[config.mk]
export PLATFORM = sky130hd
export DESIGN_NAME = dns_query_packet_builder
export DESIGN_NICKNAME = d
export VERILOG_FILES = /design/src/hw/rtl/dqpb_pkg.sv /design/src/hw/rtl/dqpb_ram.sv /design/src/hw/rtl/dns_query_packet_builder.sv
export SDC_FILE = /design/constraint.sdc
export NUM_CORES = 1
export LEC_CHECK = 0
export BUFFER_PORTS_ARGS = -buffer_cell sky130_fd_sc_hd__clkbuf_2
export CAP_MARGIN = 5
export CORE_MARGIN = 2
export CORE_UTILIZATION = 55
export CTS_BUF_LIST = sky130_fd_sc_hd__clkbuf_4 sky130_fd_sc_hd__clkbuf_8 sky130_fd_sc_hd__clkbuf_16
export CTS_CLUSTER_DIAMETER = 30
export CTS_CLUSTER_SIZE = 25
export DETAILED_ROUTE_END_ITERATION = 12
export PLACE_DENSITY = 0.74
export SLEW_MARGIN = 0
export SYNTH_ARGS = -nofsm -noshare
export SYNTH_HDL_FRONTEND = slang
export SYNTH_SLANG_ARGS = --single-unit
[constraint.sdc]
create_clock -name clk -period 6 [get_ports clk]
set_clock_uncertainty 0.1 [all_clocks]
set_input_delay 0.6 -clock clk [delete_from_list [all_inputs] [get_ports clk]]
set_output_delay 0.6 -clock clk [all_outputs]
set_load 0.01 [all_outputs]
[src/hw/rtl/dqpb_pkg.sv]
// Shared definitions for the DNS query packet builder: sizes, register indexes,
// microcode control word types and the microcode program itself.
// Depends on nothing; imported by the builder top level.
package dqpb_pkg;

	localparam int LABEL_DEPTH = 32;
	localparam int LABEL_AW    = (LABEL_DEPTH > 1) ? $clog2(LABEL_DEPTH) : 1;
	localparam int COUNT_W     = 6;
	localparam int PC_W        = 5;
	localparam int REG_W       = 16;
	localparam int REG_IDX_W   = 2;

	localparam logic [7:0] DOT_CHAR = 8'h2E;

	typedef logic [PC_W-1:0] pc_t;

	// Configuration register indexes.
	typedef enum logic [REG_IDX_W-1:0] {
		REG_QUERY_ID    = 2'd0,
		REG_QUERY_TYPE  = 2'd1,
		REG_QUERY_CLASS = 2'd2
	} reg_idx_t;

	// Byte source selected by a control word.
	typedef enum logic [3:0] {
		SRC_CONST,
		SRC_ID_HI,
		SRC_ID_LO,
		SRC_LEN,
		SRC_CHR,
		SRC_TYPE_HI,
		SRC_TYPE_LO,
		SRC_CLASS_HI,
		SRC_CLASS_LO
	} src_t;

	// How the end-of-run and end-of-message flags are formed.
	typedef enum logic [1:0] {
		END_NONE,
		END_HDR,
		END_LBL,
		END_MSG
	} end_t;

	// Side effect on the builder state when a step completes.
	typedef enum logic [2:0] {
		OP_NONE,
		OP_SET_HDR,
		OP_CHAR,
		OP_CLR_LABEL,
		OP_CLR_HDR
	} op_t;

	// Sequencing of the step counter.
	typedef enum logic [2:0] {
		BR_NEXT,
		BR_IDLE,
		BR_PROC,
		BR_EMPTY,
		BR_CHR,
		BR_LAST,
		BR_ALWAYS
	} br_t;

	typedef struct packed {
		logic       emit;
		src_t       src;
		logic [7:0] konst;
		logic       use_trunc;
		end_t       fin;
		op_t        op;
		br_t        br;
		pc_t        target;
	} uc_word_t;

	// Program entry points.
	localparam pc_t P_IDLE  = 5'd0;
	localparam pc_t P_PROC  = 5'd13;
	localparam pc_t P_AFTER = 5'd16;

	// The microcode program. Steps 1 to 12 send the header, step 13 handles
	// the character, 14 to 16 flush the buffered label, 17 to 21 the trailer.
	function automatic uc_word_t uc_rom(pc_t pc);
		uc_word_t w;
		case (pc)
			5'd0:  w = '{1'b0, SRC_CONST,    8'h00, 1'b0, END_NONE, OP_NONE,      BR_IDLE,   P_PROC};
			5'd1:  w = '{1'b1, SRC_ID_HI,    8'h00, 1'b0, END_NONE, OP_NONE,      BR_NEXT,   P_IDLE};
			5'd2:  w = '{1'b1, SRC_ID_LO,    8'h00, 1'b0, END_NONE, OP_NONE,      BR_NEXT,   P_IDLE};
			5'd3:  w = '{1'b1, SRC_CONST,    8'h01, 1'b0, END_NONE, OP_NONE,      BR_NEXT,   P_IDLE};
			5'd4:  w = '{1'b1, SRC_CONST,    8'h00, 1'b0, END_NONE, OP_NONE,      BR_NEXT,   P_IDLE};
			5'd5:  w = '{1'b1, SRC_CONST,    8'h00, 1'b0, END_NONE, OP_NONE,      BR_NEXT,   P_IDLE};
			5'd6:  w = '{1'b1, SRC_CONST,    8'h01, 1'b0, END_NONE, OP_NONE,      BR_NEXT,   P_IDLE};
			5'd7:  w = '{1'b1, SRC_CONST,    8'h00, 1'b0, END_NONE, OP_NONE,      BR_NEXT,   P_IDLE};
			5'd8:  w = '{1'b1, SRC_CONST,    8'h00, 1'b0, END_NONE, OP_NONE,      BR_NEXT,   P_IDLE};
			5'd9:  w = '{1'b1, SRC_CONST,    8'h00, 1'b0, END_NONE, OP_NONE,      BR_NEXT,   P_IDLE};
			5'd10: w = '{1'b1, SRC_CONST,    8'h00, 1'b0, END_NONE, OP_NONE,      BR_NEXT,   P_IDLE};
			5'd11: w = '{1'b1, SRC_CONST,    8'h00, 1'b0, END_NONE, OP_NONE,      BR_NEXT,   P_IDLE};
			5'd12: w = '{1'b1, SRC_CONST,    8'h00, 1'b0, END_HDR,  OP_SET_HDR,   BR_NEXT,   P_IDLE};
			5'd13: w = '{1'b0, SRC_CONST,    8'h00, 1'b0, END_NONE, OP_CHAR,      BR_PROC,   P_IDLE};
			5'd14: w = '{1'b1, SRC_LEN,      8'h00, 1'b1, END_NONE, OP_NONE,      BR_EMPTY,  P_AFTER};
			5'd15: w = '{1'b1, SRC_CHR,      8'h00, 1'b1, END_LBL,  OP_NONE,      BR_CHR,    P_IDLE};
			5'd16: w = '{1'b0, SRC_CONST,    8'h00, 1'b0, END_NONE, OP_CLR_LABEL, BR_LAST,   P_IDLE};
			5'd17: w = '{1'b1, SRC_CONST,    8'h00, 1'b0, END_NONE, OP_NONE,      BR_NEXT,   P_IDLE};
			5'd18: w = '{1'b1, SRC_TYPE_HI,  8'h00, 1'b0, END_NONE, OP_NONE,      BR_NEXT,   P_IDLE};
			5'd19: w = '{1'b1, SRC_TYPE_LO,  8'h00, 1'b0, END_NONE, OP_NONE,      BR_NEXT,   P_IDLE};
			5'd20: w = '{1'b1, SRC_CLASS_HI, 8'h00, 1'b0, END_NONE, OP_NONE,      BR_NEXT,   P_IDLE};
			5'd21: w = '{1'b1, SRC_CLASS_LO, 8'h00, 1'b0, END_MSG,  OP_CLR_HDR,   BR_ALWAYS, P_IDLE};
			default: w = '{1'b0, SRC_CONST,  8'h00, 1'b0, END_NONE, OP_NONE,      BR_ALWAYS, P_IDLE};
		endcase
		return w;
	endfunction

endpackage

[src/hw/rtl/dqpb_ram.sv]
// Generic single-write, single-read RAM with a registered, enabled read port.
// Self-contained; used for the label buffer of the DNS query packet builder.
module dqpb_ram #(
	parameter int WIDTH = 8,
	parameter int DEPTH = 32
) (
	input  logic                                    clk,
	input  logic                                    we,
	input  logic [((DEPTH > 1) ? $clog2(DEPTH) : 1)-1:0] waddr,
	input  logic [WIDTH-1:0]                        wdata,
	input  logic                                    re,
	input  logic [((DEPTH > 1) ? $clog2(DEPTH) : 1)-1:0] raddr,
	output logic [WIDTH-1:0]                        rdata
);

	logic [WIDTH-1:0] mem_q [DEPTH];
	logic [WIDTH-1:0] rdata_q;

	always_ff @(posedge clk) begin
		if (we) begin
			mem_q[waddr] <= wdata;
		end
		if (re) begin
			rdata_q <= mem_q[raddr];
		end
	end

	assign rdata = rdata_q;

endmodule

[src/hw/rtl/dns_query_packet_builder.sv]
// DNS query packet builder top level: microcoded sequencer, label buffer RAM
// and the output register. Depends on dqpb_pkg and dqpb_ram.
//
// Usage: the domain name enters one character per item on the input channel
// (name_char, final_char marking the last one) with valid/ready handshake.
// The query message leaves one byte per item on the output channel, with
// run_end on the last byte caused by an input item, message_end on the final
// byte of the message and label_truncated on the bytes of a cut label. The
// user must write the configuration (query_id, query_type, query_class) through the
// cfg_wr_en / cfg_index / cfg_wdata port while the block is idle; the block does not enforce this.
//
// Timing: a small microcode program steps once per clock unless a byte step
// waits on the output. A plain character is accepted and then buffered. The
// first character of a message adds the steps that send the twelve header
// bytes; a dot or last character adds the length byte step, one character
// step per label byte and the control step that clears the label (an empty
// label sends no length byte but still passes through the length and control
// steps), and the last character adds the steps for the five trailer bytes.
// A receiver stall freezes the program on its current byte step; the held
// output byte stays put until it is taken. After reset the configuration
// registers hold their defaults, no header has been sent and the label is empty.
module dns_query_packet_builder
	import dqpb_pkg::*;
(
	input  logic                 clk,
	input  logic                 arst_n,

	input  logic                 in_valid,
	output logic                 in_ready,
	input  logic [7:0]           name_char,
	input  logic                 final_char,

	output logic                 out_valid,
	input  logic                 out_ready,
	output logic [7:0]           out_byte,
	output logic                 run_end,
	output logic                 message_end,
	output logic                 label_truncated,

	input  logic                 cfg_wr_en,
	input  logic [REG_IDX_W-1:0] cfg_index,
	input  logic [REG_W-1:0]     cfg_wdata
);

	// Configuration registers.
	logic [REG_W-1:0] query_id_q;
	logic [REG_W-1:0] query_type_q;
	logic [REG_W-1:0] query_class_q;

	// Sequencer and builder state.
	pc_t                pc_q;
	pc_t                pc_nxt;
	logic [7:0]         ch_q;
	logic               last_q;
	logic [COUNT_W-1:0] count_q;
	logic [COUNT_W-1:0] rd_idx_q;
	logic               hdr_sent_q;
	logic               ovf_q;

	// Output register.
	logic               out_valid_q;
	logic [7:0]         out_byte_q;
	logic               run_end_q;
	logic               message_end_q;
	logic               trunc_q;

	uc_word_t           uw;
	logic               is_dot;
	logic               cnt_zero;
	logic               emit_req;
	logic               slot_free;
	logic               fire;
	logic               accept;
	logic               room;
	logic [7:0]         byte_sel;
	logic               run_end_sel;

	logic               ram_we;
	logic               ram_re;
	logic [LABEL_AW-1:0] ram_raddr;
	logic [7:0]         ram_rdata;

	always_ff @(posedge clk or negedge arst_n) begin
		if (!arst_n) begin
			query_id_q    <= 16'hAAAA;
			query_type_q  <= 16'h0001;
			query_class_q <= 16'h0001;
		end else if (cfg_wr_en) begin
			case (cfg_index)
				REG_QUERY_ID:    query_id_q    <= cfg_wdata;
				REG_QUERY_TYPE:  query_type_q  <= cfg_wdata;
				REG_QUERY_CLASS: query_class_q <= cfg_wdata;
				default: ;
			endcase
		end
	end

	assign uw        = uc_rom(pc_q);
	assign is_dot    = (ch_q == DOT_CHAR);
	assign cnt_zero  = (count_q == '0);
	assign room      = (count_q < COUNT_W'(LABEL_DEPTH));
	assign in_ready  = (uw.br == BR_IDLE);
	assign accept    = in_valid && in_ready;
	// An empty label sends no length byte, so that step does not wait.
	assign emit_req  = uw.emit && !(uw.br == BR_EMPTY && cnt_zero);
	assign slot_free = !out_valid_q || out_ready;
	assign fire      = !emit_req || slot_free;

	always_comb begin
		case (uw.src)
			SRC_CONST:    byte_sel = uw.konst;
			SRC_ID_HI:    byte_sel = query_id_q[15:8];
			SRC_ID_LO:    byte_sel = query_id_q[7:0];
			SRC_LEN:      byte_sel = 8'(count_q);
			SRC_CHR:      byte_sel = ram_rdata;
			SRC_TYPE_HI:  byte_sel = query_type_q[15:8];
			SRC_TYPE_LO:  byte_sel = query_type_q[7:0];
			SRC_CLASS_HI: byte_sel = query_class_q[15:8];
			SRC_CLASS_LO: byte_sel = query_class_q[7:0];
			default:      byte_sel = 8'h00;
		endcase
	end

	// The last header byte ends the run unless a non-empty label flush or the trailer follows.
	// The last label character ends it unless the trailer follows.
	always_comb begin
		case (uw.fin)
			END_HDR: run_end_sel = !last_q && !(is_dot && !cnt_zero);
			END_LBL: run_end_sel = !last_q && (rd_idx_q == count_q);
			END_MSG: run_end_sel = 1'b1;
			default: run_end_sel = 1'b0;
		endcase
	end

	always_comb begin
		case (uw.br)
			BR_NEXT:   pc_nxt = pc_q + 5'd1;
			BR_IDLE:   pc_nxt = accept ? (hdr_sent_q ? uw.target : pc_q + 5'd1) : pc_q;
			BR_PROC:   pc_nxt = (is_dot || last_q) ? pc_q + 5'd1 : uw.target;
			BR_EMPTY:  pc_nxt = cnt_zero ? uw.target : pc_q + 5'd1;
			BR_CHR:    pc_nxt = (rd_idx_q == count_q) ? pc_q + 5'd1 : pc_q;
			BR_LAST:   pc_nxt = last_q ? pc_q + 5'd1 : uw.target;
			BR_ALWAYS: pc_nxt = uw.target;
			default:   pc_nxt = P_IDLE;
		endcase
	end

	// The label read is issued one step ahead: the length byte step fetches
	// the first character and each character step fetches the next one.
	assign ram_we    = fire && (uw.op == OP_CHAR) && !is_dot && room;
	assign ram_re    = fire && (((uw.br == BR_EMPTY) && !cnt_zero) ||
	                            ((uw.br == BR_CHR) && (rd_idx_q < count_q)));
	assign ram_raddr = (uw.br == BR_CHR) ? rd_idx_q[LABEL_AW-1:0] : '0;

	dqpb_ram #(
		.WIDTH(8),
		.DEPTH(LABEL_DEPTH)
	) u_label_ram (
		.clk   (clk),
		.we    (ram_we),
		.waddr (count_q[LABEL_AW-1:0]),
		.wdata (ch_q),
		.re    (ram_re),
		.raddr (ram_raddr),
		.rdata (ram_rdata)
	);

	always_ff @(posedge clk or negedge arst_n) begin
		if (!arst_n) begin
			pc_q        <= P_IDLE;
			count_q     <= '0;
			rd_idx_q    <= '0;
			hdr_sent_q  <= 1'b0;
			ovf_q       <= 1'b0;
			last_q      <= 1'b0;
			out_valid_q <= 1'b0;
		end else begin
			if (accept) begin
				last_q <= final_char;
			end
			if (fire) begin
				pc_q <= pc_nxt;
				case (uw.op)
					OP_SET_HDR: hdr_sent_q <= 1'b1;
					OP_CLR_HDR: hdr_sent_q <= 1'b0;
					OP_CHAR: begin
						if (!is_dot) begin
							if (room) begin
								count_q <= count_q + 6'd1;
							end else begin
								ovf_q <= 1'b1;
							end
						end
					end
					OP_CLR_LABEL: begin
						count_q <= '0;
						ovf_q   <= 1'b0;
					end
					default: ;
				endcase
				if (uw.br == BR_EMPTY) begin
					rd_idx_q <= 6'd1;
				end else if (uw.br == BR_CHR) begin
					rd_idx_q <= rd_idx_q + 6'd1;
				end
			end
			if (emit_req && slot_free) begin
				out_valid_q <= 1'b1;
			end else if (out_ready) begin
				out_valid_q <= 1'b0;
			end
		end
	end

	// Payload registers carry no reset.
	always_ff @(posedge clk) begin
		if (accept) begin
			ch_q <= name_char;
		end
		if (emit_req && slot_free) begin
			out_byte_q    <= byte_sel;
			run_end_q     <= run_end_sel;
			message_end_q <= (uw.fin == END_MSG);
			trunc_q       <= uw.use_trunc && ovf_q;
		end
	end

	assign out_valid       = out_valid_q;
	assign out_byte        = out_byte_q;
	assign run_end         = run_end_q;
	assign message_end     = message_end_q;
	assign label_truncated = trunc_q;

endmodule
==> impl_metrics.yaml <==
drt:
  dr_wl_met2_mm: 18.3
  vias_per_cell: 6.38
  drc_errors: 0
  drt-met1-wl_mm: 14.7
  ant_nets: 0
  avgRoutedWirePerCell_um: 25.1
  highest_layer: "met4"
  wirelength_mm: 37.3
  vias: 9479
  drt_pre_antenna_iters: 7
  first_iter_violations: 1144
  met3_length_mm: 3.29
setup_path:
  crit_path_cell_trace: "inv_1, ha_1, nor2b_1, a21boi_0, nor4_1, nand2_1, nor2_1"
  r2r_start: "pc_q[1]$_DFFE_PN0P_"
  worst_ep_arrival_time_ns: 4.33
  r2r_slack_ns: 1.75
  rr_endpoint: "u_label_ram.mem_q[17][5]$_DFFE_PP_"
  path_delay_family: "simple AND/OR/NAND/NOR gates"
  r2r_cells: 7
  critical_path_class: "register to register"
  critPathLaunchType: "register"
  crit_required_ns: 6.09
  slowest_stage: "nor4_1"
  critPathBufInv: 1
  max_stage_delay_ns: 0.98
  end_kind: "register"
  crit_fanout: 11
placement:
  post_dp_cell_area_mm2: 0.0157
  port-buffer-count: 44
  gp_congestion: 0.864
  hpwl_mm: 21.9
cells_and_area:
  final_common_cell: "edfxtp_1"
  drive_above_1_share: 0.266
  syn_to_final_growth_pct: 19.8
  nFillCells: 1728
  n_antenna_cell: 0
  layout_common_cells: "edfxtp_1, nor2_1, clkbuf_16"
  design_area_mm2: 0.0181
  finish.net_count: 1140
  post-route-util: 0.672
worst_hold_path:
  holdCritStartpoint: "name_char[7]"
  whs_path_depth: 1
  holdPathEnd: "ch_q[7]$_DFFE_PP_"
  hold_path.class: "input port to register"
clock_network:
  ctsHoldBuffers: 1
  cts.sinks: 352
  h-tree-depth: 3
  clock_latency_ns: 0.56
  cts.clk_slew.worst_paths_ns: 0.05
  cts_inserted_buffers: 68
  cts_tree: "done"
  cts_setup_buffers: 0
  ctsRootBufferMaster: "clkbuf_16"
  clockBufferDepth: 3
  post_cts_resized: 0
power:
  p_leak_uw: 0.00626
  clock_power_share: 0.452
  peakVddDrop_uv: 426
  powerDensity_mw_per_mm2: 481
  switchingPower_uw: 2550
  switching_share: 0.293
  p_seq_frac: 0.361
  p_int_uw: 6160
  comb_power_share: 0.187
sta:
  fmax_mhz: 235
  finalSetupViolations: 0
  final_hold_viol_count: 0
  rsz0062_at_grt: "no"
  max-slew-margin-rel: 0.172
  fin_crit_ns: 4.25
  fin_tns_setup_ns: 0
  worst_slew_pin_slew_ns: 1.23
  slew_viol_final: 0
  timing.final.crit_share: 0.708
synthesis:
  synth-main-ff-cell: "edfxtp_1"
  synth_top_area_share: 0.563
  synth_edf_count: 283
  yosysWarnings: 0
  avgSynthCellArea_um2: 15.0
  syn-cell-area_mm2: 0.0151
  synth.distinct_cells: 73
  syn_nets: 1058
  synth_top_cell_by_area: "edfxtp_1"
  yosys-top-cells-area: "edfxtp_1, dfrtp_1, mux4_2"
  synth-seq-cells: 352
  seq_area_frac_synth: 0.678
  syn_inst: 1006
  postSynth.asyncResetShare: 0.196
die:
  die_y_um: 170
  die_x_um: 170
  die-area_mm2: 0.0288
  initial_core_util: 0.560
  coreArea_mm2: 0.0270
  rows: 60
  ios: 45
global_routing:
  antenna_found_initial: 0
  overflow: 0
  grt_first_pass_wirelength_mm: 56.4
  grt_max_degree: 59
  first_global_vias: 9411
  track_usage: 0.264
flow_run:
  cap_viol_max_count: 0
outcome:
  status: "complete, no violations"
-- metrics by stage --
step           std cells  hold slack [ns]  setup WS (ns)  power [uW]
3_3_place_gp        1358            0.377           2.06        4720
2_1_floorplan       1006            0.204           3.01        4280
4_1_cts             1485            0.104           1.85        8720
6_report            1485            0.111           1.75        8710
3_5_place_dp        1358            0.380           1.93        4760
5_1_grt             1485           0.0943           1.54        9010
-- synth_stat cells (all sizes together) (5+ instances only) --
cell type    n
dfstp       10
or2          9
nor3         7
edfxtp     283
ha          20
a31oi        9
a211oi      35
nor2        84
and2        12
mux4        32
o21ai       47
inv         18
o31ai        7
nor2b        8
buf         21
a22oi       16
mux2        49
a221oi       7
nand3       13
nand2       47
mux2i       36
dfrtp       59
nand3b       5
a22o        12
clkbuf      28
a21oi       55
nor4         6
or4          9
-- layer usage --
metal	vias up	track usage
met2	544	0.430
li1	4127	-
met1	4724	0.358
met4	0	0.0966
met3	84	0.0515
met5	-	0
-- power groups by stage --
stage | sequential (uW) | clock [uW] | combinational [uW]
floorplan | 3100 | 0 | 1180
global placement | 3170 | 0 | 1550
detailed placement | 3180 | 0 | 1580
CTS | 3140 | 3970 | 1610
global route | 3170 | 4090 | 1750
finish | 3150 | 3940 | 1630
-- registers in the layout, summed over array words and instances, names as in the netlist, 5 cells and up --
signal             count
out_byte               8
query_id_q            16
u_label_ram.mem_q    256
u_label_ram.rdata      8
ch_q                   8
rd_idx_q               6
pc_q                   5
query_class_q         16
query_type_q          16
count_q                6
-- worst max-delay path by stage --
stage,start,to,slack (ns),depth (start not counted)
global placement,pc_q[1]$_DFFE_PN0P_,u_label_ram.mem_q[13][1]$_DFFE_PP_,2.06,7
finish,pc_q[1]$_DFFE_PN0P_,u_label_ram.mem_q[17][5]$_DFFE_PP_,1.75,7
floorplan,pc_q[1]$_DFFE_PN0P_,last_q$_DFFE_PN0P_,3.01,8
global route,pc_q[1]$_DFFE_PN0P_,u_label_ram.mem_q[17][5]$_DFFE_PP_,1.54,7
detailed placement,pc_q[1]$_DFFE_PN0P_,u_label_ram.mem_q[2][1]$_DFFE_PP_,1.93,7
CTS,pc_q[1]$_DFFE_PN0P_,u_label_ram.mem_q[15][7]$_DFFE_PP_,1.85,7
-- cell families (layout without fill, tap and decap cells) --
kind of cell,Yosys count,in the layout,share of synthesized area
DFF,352,352,0.678
and+or+nand+nor,224,224,0.0761
AOI/OAI and AO/OA,221,221,0.0984
muxes,117,117,0.108
buffers and inverters,67,205,0.0200
adders and majority gates,20,20,0.0166
xor gates and xnor gates,5,5,0.00290
-- final cells by class --
cell class,instances,area [um2],share of cell area
clock buffers,81,1850,0.102
flip-flops and latches,352,10200,0.566
well taps,341,427,0.0236
multi-input cells,587,4580,0.253
repair buffers,61,350,0.0194
clock inverters,45,576,0.0318
inverters,18,67.6,0.00373
Note: power is estimated with default switching activity, not from simulation.
